==> src/rtl/core/ehqc_pkg.sv <==
// Shared constants and types of the exponent histogram quantile centre.
package ehqc_pkg;

  localparam int unsigned BINS_DEF        = 64;
  localparam int unsigned MAX_SAMPLES_DEF = 1048576;

  localparam int unsigned DATA_W = 16;
  localparam int unsigned CNT_W  = 21;
  localparam int unsigned IDX_W  = 3;

  localparam logic [IDX_W-1:0] REG_RANGE_LOW       = 3'd0;
  localparam logic [IDX_W-1:0] REG_RANGE_HIGH      = 3'd1;
  localparam logic [IDX_W-1:0] REG_LOW_QUANTILE    = 3'd2;
  localparam logic [IDX_W-1:0] REG_HIGH_QUANTILE   = 3'd3;
  localparam logic [IDX_W-1:0] REG_FALLBACK_CENTER = 3'd4;
  localparam logic [IDX_W-1:0] REG_FALLBACK_SPREAD = 3'd5;

  typedef struct packed {
    logic signed [DATA_W-1:0] range_low;
    logic signed [DATA_W-1:0] range_high;
    logic [DATA_W-1:0]        low_quantile;
    logic [DATA_W-1:0]        high_quantile;
    logic signed [DATA_W-1:0] fallback_center;
    logic signed [DATA_W-1:0] fallback_spread;
  } cfg_t;

  // Controller to datapath.
  typedef struct packed {
    logic clear_start;
    logic clear_step;
    logic sample_load;
    logic div_start;
    logic bin_write;
    logic scan_start;
    logic scan_step;
    logic edge_start;
    logic result_load;
  } cmd_t;

  // Datapath to controller.
  typedef struct packed {
    logic clear_done;
    logic div_done;
    logic scan_done;
    logic edge_done;
  } stat_t;

endpackage

==> src/rtl/core/ehqc_if.sv <==
// Valid/ready stream interfaces of the exponent histogram quantile centre.
interface ehqc_in_if;
  logic                            valid;
  logic                            ready;
  logic signed [ehqc_pkg::DATA_W-1:0] exponent;
  logic                            last;
  modport source (output valid, output exponent, output last, input ready);
  modport sink   (input valid, input exponent, input last, output ready);
endinterface

interface ehqc_out_if;
  logic                               valid;
  logic                               ready;
  logic signed [ehqc_pkg::DATA_W-1:0] center;
  logic signed [ehqc_pkg::DATA_W-1:0] spread;
  logic [ehqc_pkg::CNT_W-1:0]         kept_count;
  logic                               empty_res;
  logic                               used_fallback;
  modport source (output valid, output center, output spread, output kept_count,
                  output empty_res, output used_fallback, input ready);
  modport sink   (input valid, input center, input spread, input kept_count,
                  input empty_res, input used_fallback, output ready);
endinterface

==> src/rtl/core/ehqc_div.sv <==
// Restoring unsigned divider, one quotient bit per cycle.
module ehqc_div #(
  parameter int unsigned NUM_W = 32,
  parameter int unsigned DEN_W = 17
) (
  input  logic             clk,
  input  logic             rst_n,
  input  logic             start,
  input  logic [NUM_W-1:0] num,
  input  logic [DEN_W-1:0] den,
  output logic             done,
  output logic [NUM_W-1:0] quo
);
  localparam int unsigned CW = $clog2(NUM_W + 1);

  logic [NUM_W-1:0] q_r, q_nxt;
  logic [DEN_W:0]   rem_r, rem_nxt;
  logic [DEN_W-1:0] den_r;
  logic [CW-1:0]    cnt_r, cnt_nxt;
  logic             busy_r, busy_nxt;
  logic             done_r, done_nxt;
  logic [DEN_W:0]   trial;

  always_comb begin
    q_nxt    = q_r;
    rem_nxt  = rem_r;
    cnt_nxt  = cnt_r;
    busy_nxt = busy_r;
    done_nxt = 1'b0;
    trial    = {rem_r[DEN_W-1:0], q_r[NUM_W-1]};
    if (start) begin
      q_nxt    = num;
      rem_nxt  = '0;
      cnt_nxt  = CW'(NUM_W);
      busy_nxt = 1'b1;
    end else if (busy_r) begin
      if (trial >= {1'b0, den_r}) begin
        rem_nxt = trial - {1'b0, den_r};
        q_nxt   = {q_r[NUM_W-2:0], 1'b1};
      end else begin
        rem_nxt = trial;
        q_nxt   = {q_r[NUM_W-2:0], 1'b0};
      end
      cnt_nxt = cnt_r - 1'b1;
      if (cnt_r == CW'(1)) begin
        busy_nxt = 1'b0;
        done_nxt = 1'b1;
      end
    end
  end

  always_ff @(posedge clk) begin
    if (!rst_n) begin
      busy_r <= 1'b0;
      done_r <= 1'b0;
      cnt_r  <= '0;
    end else begin
      busy_r <= busy_nxt;
      done_r <= done_nxt;
      cnt_r  <= cnt_nxt;
    end
    q_r   <= q_nxt;
    rem_r <= rem_nxt;
    if (start) den_r <= den;
  end

  assign done = done_r;
  assign quo  = q_r;
endmodule

==> src/rtl/core/ehqc_datapath.sv <==
// Datapath: binning, histogram memory, cumulative scan and edge arithmetic.
module ehqc_datapath #(
  parameter int unsigned BINS        = ehqc_pkg::BINS_DEF,
  parameter int unsigned MAX_SAMPLES = ehqc_pkg::MAX_SAMPLES_DEF
) (
  input  logic                               clk,
  input  logic                               rst_n,
  input  ehqc_pkg::cfg_t                     cfg,
  input  ehqc_pkg::cmd_t                     cmd,
  output ehqc_pkg::stat_t                    stat,
  input  logic signed [ehqc_pkg::DATA_W-1:0] in_exponent,
  output logic signed [ehqc_pkg::DATA_W-1:0] res_center,
  output logic signed [ehqc_pkg::DATA_W-1:0] res_spread,
  output logic [ehqc_pkg::CNT_W-1:0]         res_count,
  output logic                               res_empty,
  output logic                               res_fallback
);
  import ehqc_pkg::*;

  localparam int unsigned NB    = BINS + 1;
  localparam int unsigned AW    = $clog2(NB);
  localparam int unsigned BW    = $clog2(BINS);
  localparam int unsigned RW    = 17;
  localparam int unsigned NUM_W = RW + BW;
  localparam int unsigned PW    = CNT_W + 16;
  localparam int unsigned MAXC  = (MAX_SAMPLES >= (1 << CNT_W)) ?
                                  ((1 << CNT_W) - 1) : MAX_SAMPLES;
  localparam int unsigned EW    = AW + 16;
  localparam int unsigned MW    = EW + 1;
  localparam int unsigned SH    = EW + BW;
  localparam longint unsigned RECIP = ((64'd1 << SH) + 64'(BINS) - 64'd1) / 64'(BINS);
  localparam logic [MW-1:0] RECIP_C = MW'(RECIP);

  logic [CNT_W-1:0] mem [NB];
  logic [CNT_W-1:0] rd_r;
  logic [AW-1:0]    addr_r, addr_nxt;
  logic [AW-1:0]    clr_r;
  logic             clr_busy_r;
  logic [CNT_W-1:0] kept_r;
  logic             keep_r;
  logic             neg_r;
  logic [AW-1:0]    lo_i_r, hi_i_r;

  logic signed [RW-1:0] r_s, d_s;
  logic signed [RW+BW+1:0] d2b;
  logic                 keep_c;

  assign r_s = RW'(cfg.range_high) - RW'(cfg.range_low);
  assign d_s = RW'(in_exponent) - RW'(cfg.range_low);
  assign d2b = (RW+BW+2)'(d_s) * (RW+BW+2)'(2 * BINS);
  assign keep_c = (r_s > 0) && (d2b >= -(RW+BW+2)'(r_s)) && (d_s <= r_s) &&
                  (kept_r < CNT_W'(MAXC));

  logic             div_start;
  logic [NUM_W-1:0] div_num;
  logic [RW-1:0]    div_den;
  logic             div_done;
  logic [NUM_W-1:0] div_quo;

  // Divide d*BINS by R to find the bin.
  assign div_start = cmd.div_start;
  assign div_num   = NUM_W'(d_s[RW-2:0]) * NUM_W'(BINS);
  assign div_den   = r_s;

  ehqc_div #(.NUM_W(NUM_W), .DEN_W(RW)) u_div (
    .clk(clk), .rst_n(rst_n), .start(div_start), .num(div_num), .den(div_den),
    .done(div_done), .quo(div_quo)
  );

  always_comb begin
    addr_nxt = addr_r;
    if (div_done) begin
      if (neg_r) addr_nxt = '0;
      else if (div_quo > NUM_W'(BINS)) addr_nxt = AW'(BINS);
      else addr_nxt = AW'(div_quo);
    end else if (cmd.scan_start) begin
      addr_nxt = '0;
    end else if (cmd.scan_step && addr_r != AW'(BINS)) begin
      addr_nxt = addr_r + 1'b1;
    end
  end

  // Histogram memory: one write, one registered read.
  always_ff @(posedge clk) begin
    if (clr_busy_r) mem[clr_r] <= '0;
    else if (cmd.bin_write && keep_r) mem[addr_r] <= rd_r + 1'b1;
    rd_r <= mem[addr_nxt];
  end

  // Scan: rd_r holds bin addr_r during scan_step.
  logic [CNT_W-1:0] cum_r;
  logic [CNT_W-1:0] cum_c;
  logic             have_lo_r, have_hi_r, scan_done_r;
  logic [PW-1:0]    qlo_n, qhi_n, cum_sh;
  logic [PW-1:0]    qlo_r, qhi_r;

  assign cum_c  = cum_r + rd_r;
  assign cum_sh = {cum_c, 16'd0};
  assign qlo_n  = PW'(cfg.low_quantile) * PW'(kept_r);
  assign qhi_n  = PW'(cfg.high_quantile) * PW'(kept_r);

  always_ff @(posedge clk) begin
    if (!rst_n) begin
      clr_busy_r   <= 1'b0;
      clr_r        <= '0;
      kept_r       <= '0;
      keep_r       <= 1'b0;
      have_lo_r    <= 1'b0;
      have_hi_r    <= 1'b0;
      scan_done_r  <= 1'b0;
      addr_r       <= '0;
    end else begin
      addr_r      <= addr_nxt;
      scan_done_r <= 1'b0;
      if (cmd.clear_start) begin
        clr_busy_r <= 1'b1;
        clr_r      <= '0;
        kept_r     <= '0;
      end else if (clr_busy_r) begin
        clr_r <= clr_r + 1'b1;
        if (clr_r == AW'(BINS)) clr_busy_r <= 1'b0;
      end
      if (cmd.sample_load) begin
        keep_r <= keep_c;
        neg_r  <= d_s < 0;
      end
      if (cmd.bin_write && keep_r) kept_r <= kept_r + 1'b1;
      if (cmd.scan_start) begin
        cum_r     <= '0;
        have_lo_r <= 1'b0;
        have_hi_r <= 1'b0;
        qlo_r     <= qlo_n;
        qhi_r     <= qhi_n;
      end else if (cmd.scan_step && !have_hi_r) begin
        cum_r <= cum_c;
        if (!have_lo_r && cum_sh > qlo_r) begin
          have_lo_r <= 1'b1;
          lo_i_r    <= addr_r;
        end
        if (cum_sh > qhi_r) begin
          have_hi_r <= 1'b1;
          hi_i_r    <= addr_r;
        end
        if (cum_sh > qhi_r || addr_r == AW'(BINS)) scan_done_r <= 1'b1;
      end
    end
  end

  // Edge computation: i*R, then reciprocal multiply by 1/BINS, then add range_low.
  logic [EW-1:0]        lo_n_r, hi_n_r;
  logic [EW+MW-1:0]     lo_p, hi_p;
  logic [15:0]          lo_q_r, hi_q_r;
  logic                 e1_r, e2_r, edge_done_r;
  logic signed [RW:0]   lo_edge_r, hi_edge_r;
  logic signed [RW:0]   sum_c, dif_c;

  assign lo_p  = (EW+MW)'(lo_n_r) * (EW+MW)'(RECIP_C);
  assign hi_p  = (EW+MW)'(hi_n_r) * (EW+MW)'(RECIP_C);
  assign sum_c = lo_edge_r + hi_edge_r;
  assign dif_c = hi_edge_r - lo_edge_r;

  always_ff @(posedge clk) begin
    if (!rst_n) begin
      e1_r        <= 1'b0;
      e2_r        <= 1'b0;
      edge_done_r <= 1'b0;
    end else begin
      e1_r        <= cmd.edge_start;
      e2_r        <= e1_r;
      edge_done_r <= e2_r;
      if (cmd.edge_start) begin
        lo_n_r <= EW'(lo_i_r) * EW'(r_s[RW-2:0]);
        hi_n_r <= EW'(hi_i_r) * EW'(r_s[RW-2:0]);
      end
      if (e1_r) begin
        lo_q_r <= lo_p[SH +: 16];
        hi_q_r <= hi_p[SH +: 16];
      end
      if (e2_r) begin
        lo_edge_r <= (RW+1)'(cfg.range_low) + $signed({2'b00, lo_q_r});
        hi_edge_r <= (RW+1)'(cfg.range_low) + $signed({2'b00, hi_q_r});
      end
    end
  end

  always_ff @(posedge clk) begin
    if (cmd.result_load) begin
      res_count <= kept_r;
      res_empty <= kept_r == '0;
      if (kept_r != '0 && have_lo_r && have_hi_r && lo_edge_r < hi_edge_r) begin
        res_center   <= DATA_W'(sum_c >>> 1);
        res_spread   <= DATA_W'(dif_c >>> 1);
        res_fallback <= 1'b0;
      end else begin
        res_center   <= cfg.fallback_center;
        res_spread   <= cfg.fallback_spread;
        res_fallback <= 1'b1;
      end
    end
  end

  assign stat.clear_done = !clr_busy_r;
  assign stat.div_done   = div_done;
  assign stat.scan_done  = scan_done_r;
  assign stat.edge_done  = edge_done_r;
endmodule

==> src/rtl/core/ehqc_ctrl.sv <==
// Controller: sequences histogram clearing, sample binning, scan, edge computation and result hand-off.
module ehqc_ctrl (
  input  logic            clk,
  input  logic            rst_n,
  input  logic            in_valid,
  output logic            in_ready,
  input  logic            in_last,
  output logic            out_valid,
  input  logic            out_ready,
  output ehqc_pkg::cmd_t  cmd,
  input  ehqc_pkg::stat_t stat
);
  import ehqc_pkg::*;

  typedef enum logic [3:0] {
    S_CLEAR, S_CLEAR_WAIT, S_IDLE, S_DIV, S_WRITE, S_SCAN0, S_SCAN,
    S_EDGE, S_EDGE_WAIT, S_RESULT
  } state_t;

  state_t state_r, state_nxt;
  logic   last_r, last_nxt;
  logic   out_valid_r, out_valid_nxt;

  always_comb begin
    state_nxt     = state_r;
    last_nxt      = last_r;
    out_valid_nxt = out_valid_r;
    cmd           = '0;
    in_ready      = 1'b0;
    if (out_valid_r && out_ready) out_valid_nxt = 1'b0;
    case (state_r)
      S_CLEAR: begin
        cmd.clear_start = 1'b1;
        state_nxt = S_CLEAR_WAIT;
      end
      S_CLEAR_WAIT: if (stat.clear_done) state_nxt = S_IDLE;
      S_IDLE: begin
        in_ready = 1'b1;
        if (in_valid) begin
          cmd.sample_load = 1'b1;
          cmd.div_start   = 1'b1;
          last_nxt        = in_last;
          state_nxt       = S_DIV;
        end
      end
      S_DIV: if (stat.div_done) state_nxt = S_WRITE;
      S_WRITE: begin
        cmd.bin_write = 1'b1;
        state_nxt = last_r ? S_SCAN0 : S_IDLE;
      end
      S_SCAN0: begin
        cmd.scan_start = 1'b1;
        state_nxt = S_SCAN;
      end
      S_SCAN: begin
        cmd.scan_step = 1'b1;
        if (stat.scan_done) state_nxt = S_EDGE;
      end
      S_EDGE: begin
        cmd.edge_start = 1'b1;
        state_nxt = S_EDGE_WAIT;
      end
      S_EDGE_WAIT: if (stat.edge_done) state_nxt = S_RESULT;
      S_RESULT: begin
        if (!out_valid_r || out_ready) begin
          cmd.result_load = 1'b1;
          out_valid_nxt   = 1'b1;
          state_nxt       = S_CLEAR;
        end
      end
      default: state_nxt = S_CLEAR;
    endcase
  end

  always_ff @(posedge clk) begin
    if (!rst_n) begin
      state_r     <= S_CLEAR;
      last_r      <= 1'b0;
      out_valid_r <= 1'b0;
    end else begin
      state_r     <= state_nxt;
      last_r      <= last_nxt;
      out_valid_r <= out_valid_nxt;
    end
  end

  assign out_valid = out_valid_r;
endmodule

==> src/rtl/core/exponent_histogram_quantile_center_top.sv <==
// Top level of the exponent histogram quantile centre.
// Bins signed Q4.12 samples into BINS+1 bins and, after a sample marked last, scans the
// cumulative histogram for the low and high quantile bins and reports their centre and
// half-spread. Each sample goes through a serial divider that finds its bin, then one
// read-modify-write of the histogram memory; no new sample is taken meanwhile. A last
// sample adds a scan of up to BINS+1 bins, one bin a cycle, the edge arithmetic and a
// clearing pass over all BINS+1 bins, during which no sample is taken. The same clearing
// pass runs after reset. The result stays in an output register while the next data set
// bins.
module exponent_histogram_quantile_center_top #(
  parameter int unsigned BINS        = ehqc_pkg::BINS_DEF,
  parameter int unsigned MAX_SAMPLES = ehqc_pkg::MAX_SAMPLES_DEF
) (
  input  logic                         clk,
  input  logic                         rst_n,
  input  logic                         cfg_we,
  input  logic [ehqc_pkg::IDX_W-1:0]   cfg_index,
  input  logic [ehqc_pkg::DATA_W-1:0]  cfg_wdata,
  ehqc_in_if.sink                      in_if,
  ehqc_out_if.source                   out_if
);
  import ehqc_pkg::*;

  cfg_t  cfg_r;
  cmd_t  cmd;
  stat_t stat;

  always_ff @(posedge clk) begin
    if (!rst_n) begin
      cfg_r.range_low       <= 16'sd0;
      cfg_r.range_high      <= 16'sd8192;
      cfg_r.low_quantile    <= 16'd3277;
      cfg_r.high_quantile   <= 16'd62259;
      cfg_r.fallback_center <= 16'sd0;
      cfg_r.fallback_spread <= 16'sd0;
    end else if (cfg_we) begin
      case (cfg_index)
        REG_RANGE_LOW:       cfg_r.range_low       <= cfg_wdata;
        REG_RANGE_HIGH:      cfg_r.range_high      <= cfg_wdata;
        REG_LOW_QUANTILE:    cfg_r.low_quantile    <= cfg_wdata;
        REG_HIGH_QUANTILE:   cfg_r.high_quantile   <= cfg_wdata;
        REG_FALLBACK_CENTER: cfg_r.fallback_center <= cfg_wdata;
        REG_FALLBACK_SPREAD: cfg_r.fallback_spread <= cfg_wdata;
        default: ;
      endcase
    end
  end

  ehqc_ctrl u_ctrl (
    .clk(clk), .rst_n(rst_n),
    .in_valid(in_if.valid), .in_ready(in_if.ready), .in_last(in_if.last),
    .out_valid(out_if.valid), .out_ready(out_if.ready),
    .cmd(cmd), .stat(stat)
  );

  ehqc_datapath #(.BINS(BINS), .MAX_SAMPLES(MAX_SAMPLES)) u_dp (
    .clk(clk), .rst_n(rst_n), .cfg(cfg_r), .cmd(cmd), .stat(stat),
    .in_exponent(in_if.exponent),
    .res_center(out_if.center), .res_spread(out_if.spread),
    .res_count(out_if.kept_count), .res_empty(out_if.empty_res),
    .res_fallback(out_if.used_fallback)
  );

  a_no_accept_in_clear: assert property (@(posedge clk) disable iff (!rst_n)
    cmd.clear_start |=> !in_if.ready) else $error("sample taken during clear");
  a_result_fallback_empty: assert property (@(posedge clk) disable iff (!rst_n)
    $rose(out_if.valid) && out_if.empty_res |-> out_if.used_fallback)
    else $error("empty result without fallback");
  a_empty_count: assert property (@(posedge clk) disable iff (!rst_n)
    $rose(out_if.valid) |-> (out_if.empty_res == (out_if.kept_count == '0)))
    else $error("empty flag disagrees with count");
endmodule
==> src/flat_wrapper.sv <==
// flat-port wrapper written by rule: the top's interface ports become plain ports
module exponent_histogram_quantile_center_top_flat import ehqc_pkg::*;
#(
  parameter int unsigned BINS        = ehqc_pkg::BINS_DEF,
  parameter int unsigned MAX_SAMPLES = ehqc_pkg::MAX_SAMPLES_DEF
)
  (clk, rst_n, cfg_we, cfg_index, cfg_wdata, in_if_valid, in_if_exponent, in_if_last, in_if_ready, out_if_valid, out_if_center, out_if_spread, out_if_kept_count, out_if_empty_res, out_if_used_fallback, out_if_ready);
  ehqc_in_if in_if_i ();
  ehqc_out_if out_if_i ();
  input  logic clk;
  input  logic rst_n;
  input  logic cfg_we;
  input  logic [ehqc_pkg::IDX_W-1:0] cfg_index;
  input  logic [ehqc_pkg::DATA_W-1:0] cfg_wdata;
  input wire logic [$bits(in_if_i.valid)-1:0] in_if_valid;
  input wire logic [$bits(in_if_i.exponent)-1:0] in_if_exponent;
  input wire logic [$bits(in_if_i.last)-1:0] in_if_last;
  output wire logic [$bits(in_if_i.ready)-1:0] in_if_ready;
  output wire logic [$bits(out_if_i.valid)-1:0] out_if_valid;
  output wire logic [$bits(out_if_i.center)-1:0] out_if_center;
  output wire logic [$bits(out_if_i.spread)-1:0] out_if_spread;
  output wire logic [$bits(out_if_i.kept_count)-1:0] out_if_kept_count;
  output wire logic [$bits(out_if_i.empty_res)-1:0] out_if_empty_res;
  output wire logic [$bits(out_if_i.used_fallback)-1:0] out_if_used_fallback;
  input wire logic [$bits(out_if_i.ready)-1:0] out_if_ready;
  assign in_if_i.valid = in_if_valid;
  assign in_if_i.exponent = in_if_exponent;
  assign in_if_i.last = in_if_last;
  assign in_if_ready = in_if_i.ready;
  assign out_if_valid = out_if_i.valid;
  assign out_if_center = out_if_i.center;
  assign out_if_spread = out_if_i.spread;
  assign out_if_kept_count = out_if_i.kept_count;
  assign out_if_empty_res = out_if_i.empty_res;
  assign out_if_used_fallback = out_if_i.used_fallback;
  assign out_if_i.ready = out_if_ready;
  exponent_histogram_quantile_center_top #(.BINS(BINS), .MAX_SAMPLES(MAX_SAMPLES)) u_core (.clk(clk), .rst_n(rst_n), .cfg_we(cfg_we), .cfg_index(cfg_index), .cfg_wdata(cfg_wdata), .in_if(in_if_i), .out_if(out_if_i));
endmodule
==> config.mk <==
export PLATFORM = sky130hd
export DESIGN_NAME = exponent_histogram_quantile_center_top_flat
export DESIGN_NICKNAME = d
export VERILOG_FILES = /design/src/rtl/core/ehqc_pkg.sv /design/src/rtl/core/ehqc_if.sv /design/src/rtl/core/ehqc_div.sv /design/src/rtl/core/ehqc_datapath.sv /design/src/rtl/core/ehqc_ctrl.sv /design/src/rtl/core/exponent_histogram_quantile_center_top.sv /design/src/flat_wrapper.sv
export SDC_FILE = /design/constraint.sdc
export NUM_CORES = 2
export LEC_CHECK = 0
export BUFFER_PORTS_ARGS = -buffer_cell sky130_fd_sc_hd__buf_2
export CAP_MARGIN = 0
export CELL_PAD_IN_SITES_DETAIL_PLACEMENT = 1
export CELL_PAD_IN_SITES_GLOBAL_PLACEMENT = 2
export CORE_MARGIN = 5
export CORE_UTILIZATION = 44
export DETAILED_ROUTE_END_ITERATION = 10
export GPL_TIMING_DRIVEN = 0
export PLACE_DENSITY_LB_ADDON = 0.1
export SKIP_LAST_GASP = 1
export SYNTH_ARGS = -nofsm -noshare
export SYNTH_HDL_FRONTEND = slang
export SYNTH_SLANG_ARGS = --single-unit
export TNS_END_PERCENT = 1
==> constraint.sdc <==
create_clock -name clk -period 9.5 [get_ports clk]
set_input_delay 2.375 -clock clk [delete_from_list [all_inputs] [get_ports clk]]
set_output_delay 2.375 -clock clk [all_outputs]
set_load 0.01 [all_outputs]
* Word-level counts from Yosys, hierarchy flattened
Memory sizes are Yosys's and may differ from the RTL's. A register that Yosys moved wholly into a read port is not among the register bits.
Index checks and enable logic that the tools add are counted.
** Word-level totals
- Bits of input ports :: 41
- Register bits after elaboration :: 486
- Output and inout port bits :: 57
- Word-level logic and storage cells :: 203
- Bits in writable memories :: 1365
- Memories kept :: 1
** Memory list
- u_core.u_dp.mem :: depth 65, width 21, rd ports 1, clocked after Yosys merged registers in 1, write ports 1, RTL line ehqc_datapath.sv:34 : logic [CNT_W-1:0] mem [NB];
** Cells by class
- Bitwise operators :: 4
- Add/subtract/negate cells :: 14
- Reduce and logical (&&, ||, !) cells :: 47
- Order comparisons :: 10
- Muxes and demuxes :: 54
- Multiply operators :: 4
- Equality and inequality tests :: 24
** Operators by type and width (number)
- 2-to-1 mux 21 bit :: 4
- > comparator 37 bit :: 2
- multiplier 16 x 21 -> 37 bit :: 2
- multiplier 7 x 16 -> 22 bit :: 2
- 2-to-1 mux 22 bit :: 2
- adder 21 x 1 -> 21 bit (second input constant) :: 2
- 2-to-1 mux 7 bit :: 6
- one-hot mux 4 bit (10 select lines) :: 1
- adder 16 x 17 -> 18 bit :: 2
- subtractor 16 x 16 -> 17 bit :: 2
- subtractor 17 bit :: 2
- 2-to-1 mux 16 bit :: 2
- AND reduction 2 bit :: 15
- 2-to-1 mux 1 bit :: 27
- >= comparator 24 x 25 -> 1 bit :: 1
- negator 17 -> 25 bit :: 1
- 2-to-1 mux 4 bit :: 6
- > comparator 23 x 7 -> 1 bit (second input constant) :: 1
- adder 21 bit :: 1
- zero test 21 bit :: 1
- < comparator 21 bit (second input constant) :: 1
- nonzero test 21 bit :: 1
- OR reduction 21 bit :: 1
- >= comparator 18 x 17 -> 1 bit :: 1
- other kinds (33) :: 71

* Logic depth before layout (Yosys ltp)
- Depth in word-level cells :: 8
- Mapped depth :: 28
- Mapped depth without buffers :: 28

* Hierarchy
A second synthesis with hierarchy kept.
** Unflattened totals
- Cells, all modules :: 9190
- Area, all modules :: 108610.4 µm²
** By module, submodules not included
- ehqc_datapath :: times used 1, area each 100859.2 µm², cells an instance 8444
- exponent_histogram_quantile_center_top :: times used 1, area each 3657.3 µm², cells an instance 353
- ehqc_div :: times used 1, area each 3589.7 µm², cells an instance 334
- ehqc_ctrl :: times used 1, area each 504.2 µm², cells an instance 59

* Worst setup path after synthesis
Ideal clock, no wire load.
- Kind :: input to register
- Start point :: input port rst_n
- End point :: register u_core.u_dp.qhi_r[0], enable pin
- Setup time :: 507 ps
- Stages on the path :: 6
- Buffers on the path :: 4
- Slack :: 2643 ps
- Data required time :: 8993 ps
- Data arrival time :: 6350 ps
- Path through :: clkbuf_1 > inv_1 > clkbuf_1 > clkbuf_1 > buf_1 > nor2_1
** Between the ends
- Cells in the longest elaborated chain, start to end :: 1
** Ends and longest elaborated chain
- start, declared :: RTL line flat_wrapper.sv:11 : input logic rst_n;
- AND reduction 2 bit (no line)
- end signal, assigned :: RTL line ehqc_datapath.sv:133 : qhi_r <= qhi_n;
- end, declared :: RTL line ehqc_datapath.sv:95 : logic [PW-1:0] qlo_r, qhi_r;
Every way passes these cells.
A chain may end at the register's enable or synchronous reset.

* Worst setup path after layout
- Start point :: register u_core.u_dp.kept_r[0]
- End point :: register u_core.u_dp.qlo_r[35] (data pin)
** Between the ends
- Cells in the longest elaborated chain, start to end :: 1
** Ends and longest elaborated chain
- start, declared :: RTL line ehqc_datapath.sv:39 : logic [CNT_W-1:0] kept_r;
- start signal, assigned :: RTL line ehqc_datapath.sv:127 : if (cmd.bin_write && keep_r) kept_r <= kept_r + 1'b1;
- multiplier 16 x 21 -> 37 bit :: RTL line ehqc_datapath.sv:99 : assign qlo_n = PW'(cfg.low_quantile) * PW'(kept_r);
- net u_core.u_dp.qlo_n[35] :: RTL line ehqc_datapath.sv:94 : logic [PW-1:0] qlo_n, qhi_n, cum_sh;
- end signal, assigned :: RTL line ehqc_datapath.sv:132 : qlo_r <= qlo_n;
- end, declared :: RTL line ehqc_datapath.sv:95
The timed path passes the listed nets, and every way through them passes these cells.

==> summary.txt <==
Slew Limit Fails: 1
# DRC: 0
Routed Antenna Nets: 0
Post-Synthesis Cell Area: 108000 µm²
Synth area leaders: edfxtp_1 46%, fa_1 12%, nand2_1 7.2%
H-tree Lvls: 4
Cells after DPL: 13300
port buffer count: 96
outcome: finished with violations
clk_skew: 0.0803 ns
fillers: 26100
CP Launch Type: flip-flop
syn avg cell area: 10.9 µm²
Syn Nets: 11100
vias: 77000
slowest stage delay, CP: 1.02 ns
distinct cell type count after synthesis: 80
Setup crit start: u_core.u_dp.kept_r[0]
post-synthesis sequential area ratio: 49.8%
Die Height: 506 µm
# nets final: 11600
Final Hold Fails: 0
Fin Setup TNS: 0 ns
critical path type: reg -> reg
Slew @ Worst Pin: 1.48 ns
total routed wirelength: 369000 µm
commonest non-fill, non-tap cells in the layout: 2065 x nand2_1, 1663 x edfxtp_1, 975 x inv_1, 670 x fa_1, 531 x ha_1
RSZ-0062 raised after global routing: no
global-route wire length before repair: 544000 µm
worst hold margin: 0.415 ns
Buf/Inv on CP: 5
Root Buffer: clkbuf_16
Clock Latency Late Sink: 0.87 ns
Clock Path Buffers: 3
num ports: 98
GRT Overall Usage: 28.5%
Power Density: 182 nW/µm²
beginning of the worst hold path: u_core.u_dp.hi_n_r[7]
Worst Path Required: 10.06 ns
post-synth top area cell: edfxtp_1
Setup crit end kind: flip-flop
first-iteration detailed-routing DRC count: 5654
worst vdd ir: 0.176 mV
EDFF count, synth: 1663
fraction of registers with async set/reset: 0%
commonest register cell after synthesis: edfxtp_1
violated checks: capacitance limit, slew limit
die area: 256000 µm²
Die Wd: 506 µm
leakage power: 48.9 nW
Hold-fix buffers, CTS: 0
Achievable Freq: 112 MHz
Final setup viols: 0
core area: 245000 µm²
relative max-transition margin: -1.34%
clock-pin slew on the worst setup and hold paths: 0.06 ns
FP Rows: 182
commonest non-fill, non-tap cell in the layout: nand2_1
Syn. warnings: 0
vias in the first global route: 82200
Mapped Cells: 9884
critical-path cell list: clkbuf_1 -> clkbuf_1 -> nand2_1 -> fa_1 -> fa_1 -> inv_1 -> ha_1 -> fa_1 -> inv_1 -> fa_1 -> inv_1 -> fa_1 -> ha_1 -> or3_1 -> a2111oi_0 -> nor4_1 -> o31ai_1 -> nand2_1 -> a41o_1 -> o41ai_1 -> o2111ai_1 -> a21oi_1 -> xnor2_1
area grow syn2layout: 12.8%
CP top delay family: adder cells
initial antenna violation count: 20
Crit Path Max Fanout: 10
Crit Reg-Reg Startpoint: u_core.u_dp.kept_r[0]
Hold Path Class: reg -> reg
DR WL/cell: 26.9 µm
CTS sink cnt: 1860
Post CTS Setup Buffer Count: 0
total CTS buffers: 199
post-synthesis register bit count: 1860
fin crit period: 8.93 ns
Placed Area: 115000 µm²
Critical Path AT: 9.49 ns
TritonCTS clock tree: done
Final Util: 49.7%
Final Cell Area: 122000 µm²
Slowest cell on crit path: clkbuf_1
Overflow after GRT: 0
post-route insts no fill: 13700
Resized cells post-CTS: 0
Crit path top cell by count: fa_1
Final Cycle Share: 94.0%
initial core utilization: 44.1%
HPWL Detailed: 283000 µm
maximum number of pins on one net before global-route repair: 39
gp weighted congestion: 0.962
layout cells sized above 1: 6.98%
DR vias/cell: 5.62
Pre-Repair DR Iteration Count: 7
max-cap violations: 1
top cell type's share of synthesized area: 46.2%
==> report_power, final <==
| part | total, W | switching, W | internal, W |
|---|---|---|---|
| logic | 0.00507 | 0.00321 | 0.00186 |
| registers | 0.00936 | 0.000188 | 0.00917 |
| clock network | 0.00773 | 0.00341 | 0.00432 |
| total | 0.0222 | 0.00680 | 0.0154 |
==> registers in the layout (all words and copies together), names as in the netlist, 21 cells and up <==
signal and cells:
u_core.u_dp.qhi_r 37, u_core.u_dp.qlo_r 37, u_core.cfg_r 96, u_core.u_dp.mem 1365, u_core.u_dp.cum_r 21, u_core.u_dp.res_count 21, u_core.u_dp.u_div.quo 23, u_core.u_dp.rd_r 21
u_core.u_dp.kept_r 21
==> cell usage after synthesis (35+ instances only) <==
cell	number
nand2_1	2065
edfxtp_1	1663
inv_1	975
fa_1	670
ha_1	531
nand3_1	501
clkbuf_1	454
and2_1	444
nor2_1	313
a21oi_1	294
and3_1	236
dfxtp_1	197
xnor2_1	187
o21ai_0	174
a311oi_1	151
a31oi_1	79
nor3_1	74
a21o_1	73
xor2_1	67
nor2b_1	50
buf_1	45
o21a_1	45
buf_2	41
nand4_1	36
o21bai_1	35
==> worst reg2reg max path, stage by stage, from the launching register on <==
cell	delay (ns)
dfxtp_1	0.38
clkbuf_1	0.70
clkbuf_1	1.02
nand2_1	0.21
fa_1	0.44
fa_1	0.51
inv_1	0.04
ha_1	0.19
fa_1	0.50
inv_1	0.06
fa_1	0.53
inv_1	0.05
fa_1	0.43
ha_1	0.24
or3_1	0.38
a2111oi_0	0.71
nor4_1	0.22
o31ai_1	0.36
nand2_1	0.19
a41o_1	0.32
o41ai_1	0.66
o2111ai_1	0.22
a21oi_1	0.21
xnor2_1	0.09
==> area by class of cell <==
| type | count | area, µm² | area share, % |
|---|---|---|---|
| Tap cell | 3220 | 4030 | 3.30 |
| Timing Repair Buffer | 227 | 2860 | 2.34 |
| Clock inverter | 114 | 1180 | 0.966 |
| Buffer | 541 | 2090 | 1.72 |
| Antenna cell | 16 | 40.0 | 0.0328 |
| Multi-Input combinational cell | 6505 | 48900 | 40.1 |
| Sequential cell | 1860 | 53900 | 44.2 |
| Inverter | 978 | 3670 | 3.01 |
| Clock buffer | 252 | 5290 | 4.34 |
==> stage by stage <==
stage	setup WS, ns	power (W)
floorplan	2.64	0.0129
global placement	-0.586	0.0143
detailed placement	0.424	0.0146
CTS	0.374	0.0223
global route	0.142	0.0233
finish	0.570	0.0222
==> cell families after synthesis <==
family	count (synthesis)	synth area share, %
DFF	1860	49.8
xor gates and xnor gates	254	2.06
muxes	62	0.825
adders and majority gates	1201	18.5
buffers and inverters	1519	5.33
AOI/OAI and AO/OA	1140	7.23
and+or+nand+nor	3848	16.2
==> routing by layer <==
layer	up-vias	track usage, %	wire (µm)
li1	34600	-	-
met1	39700	37.1	155000
met2	2041	48.2	177000
met3	651	3.33	16400
met4	12	12.9	20000
met5	-	0	85
==> path summary, 6_finish.rpt <==
| path | endpoint | slack, ns | depth (start not counted) |
|---|---|---|---|
| min | u_core.u_dp.hi_q_r[1] | 0.42 | 0 |
| min reg2reg | u_core.u_dp.hi_q_r[1] | 0.42 | 0 |
| max reg2reg | u_core.u_dp.qlo_r[35] | 0.57 | 23 |
| max | u_core.u_dp.qlo_r[35] | 0.57 | 23 |
(Power assumes the default switching activity.)
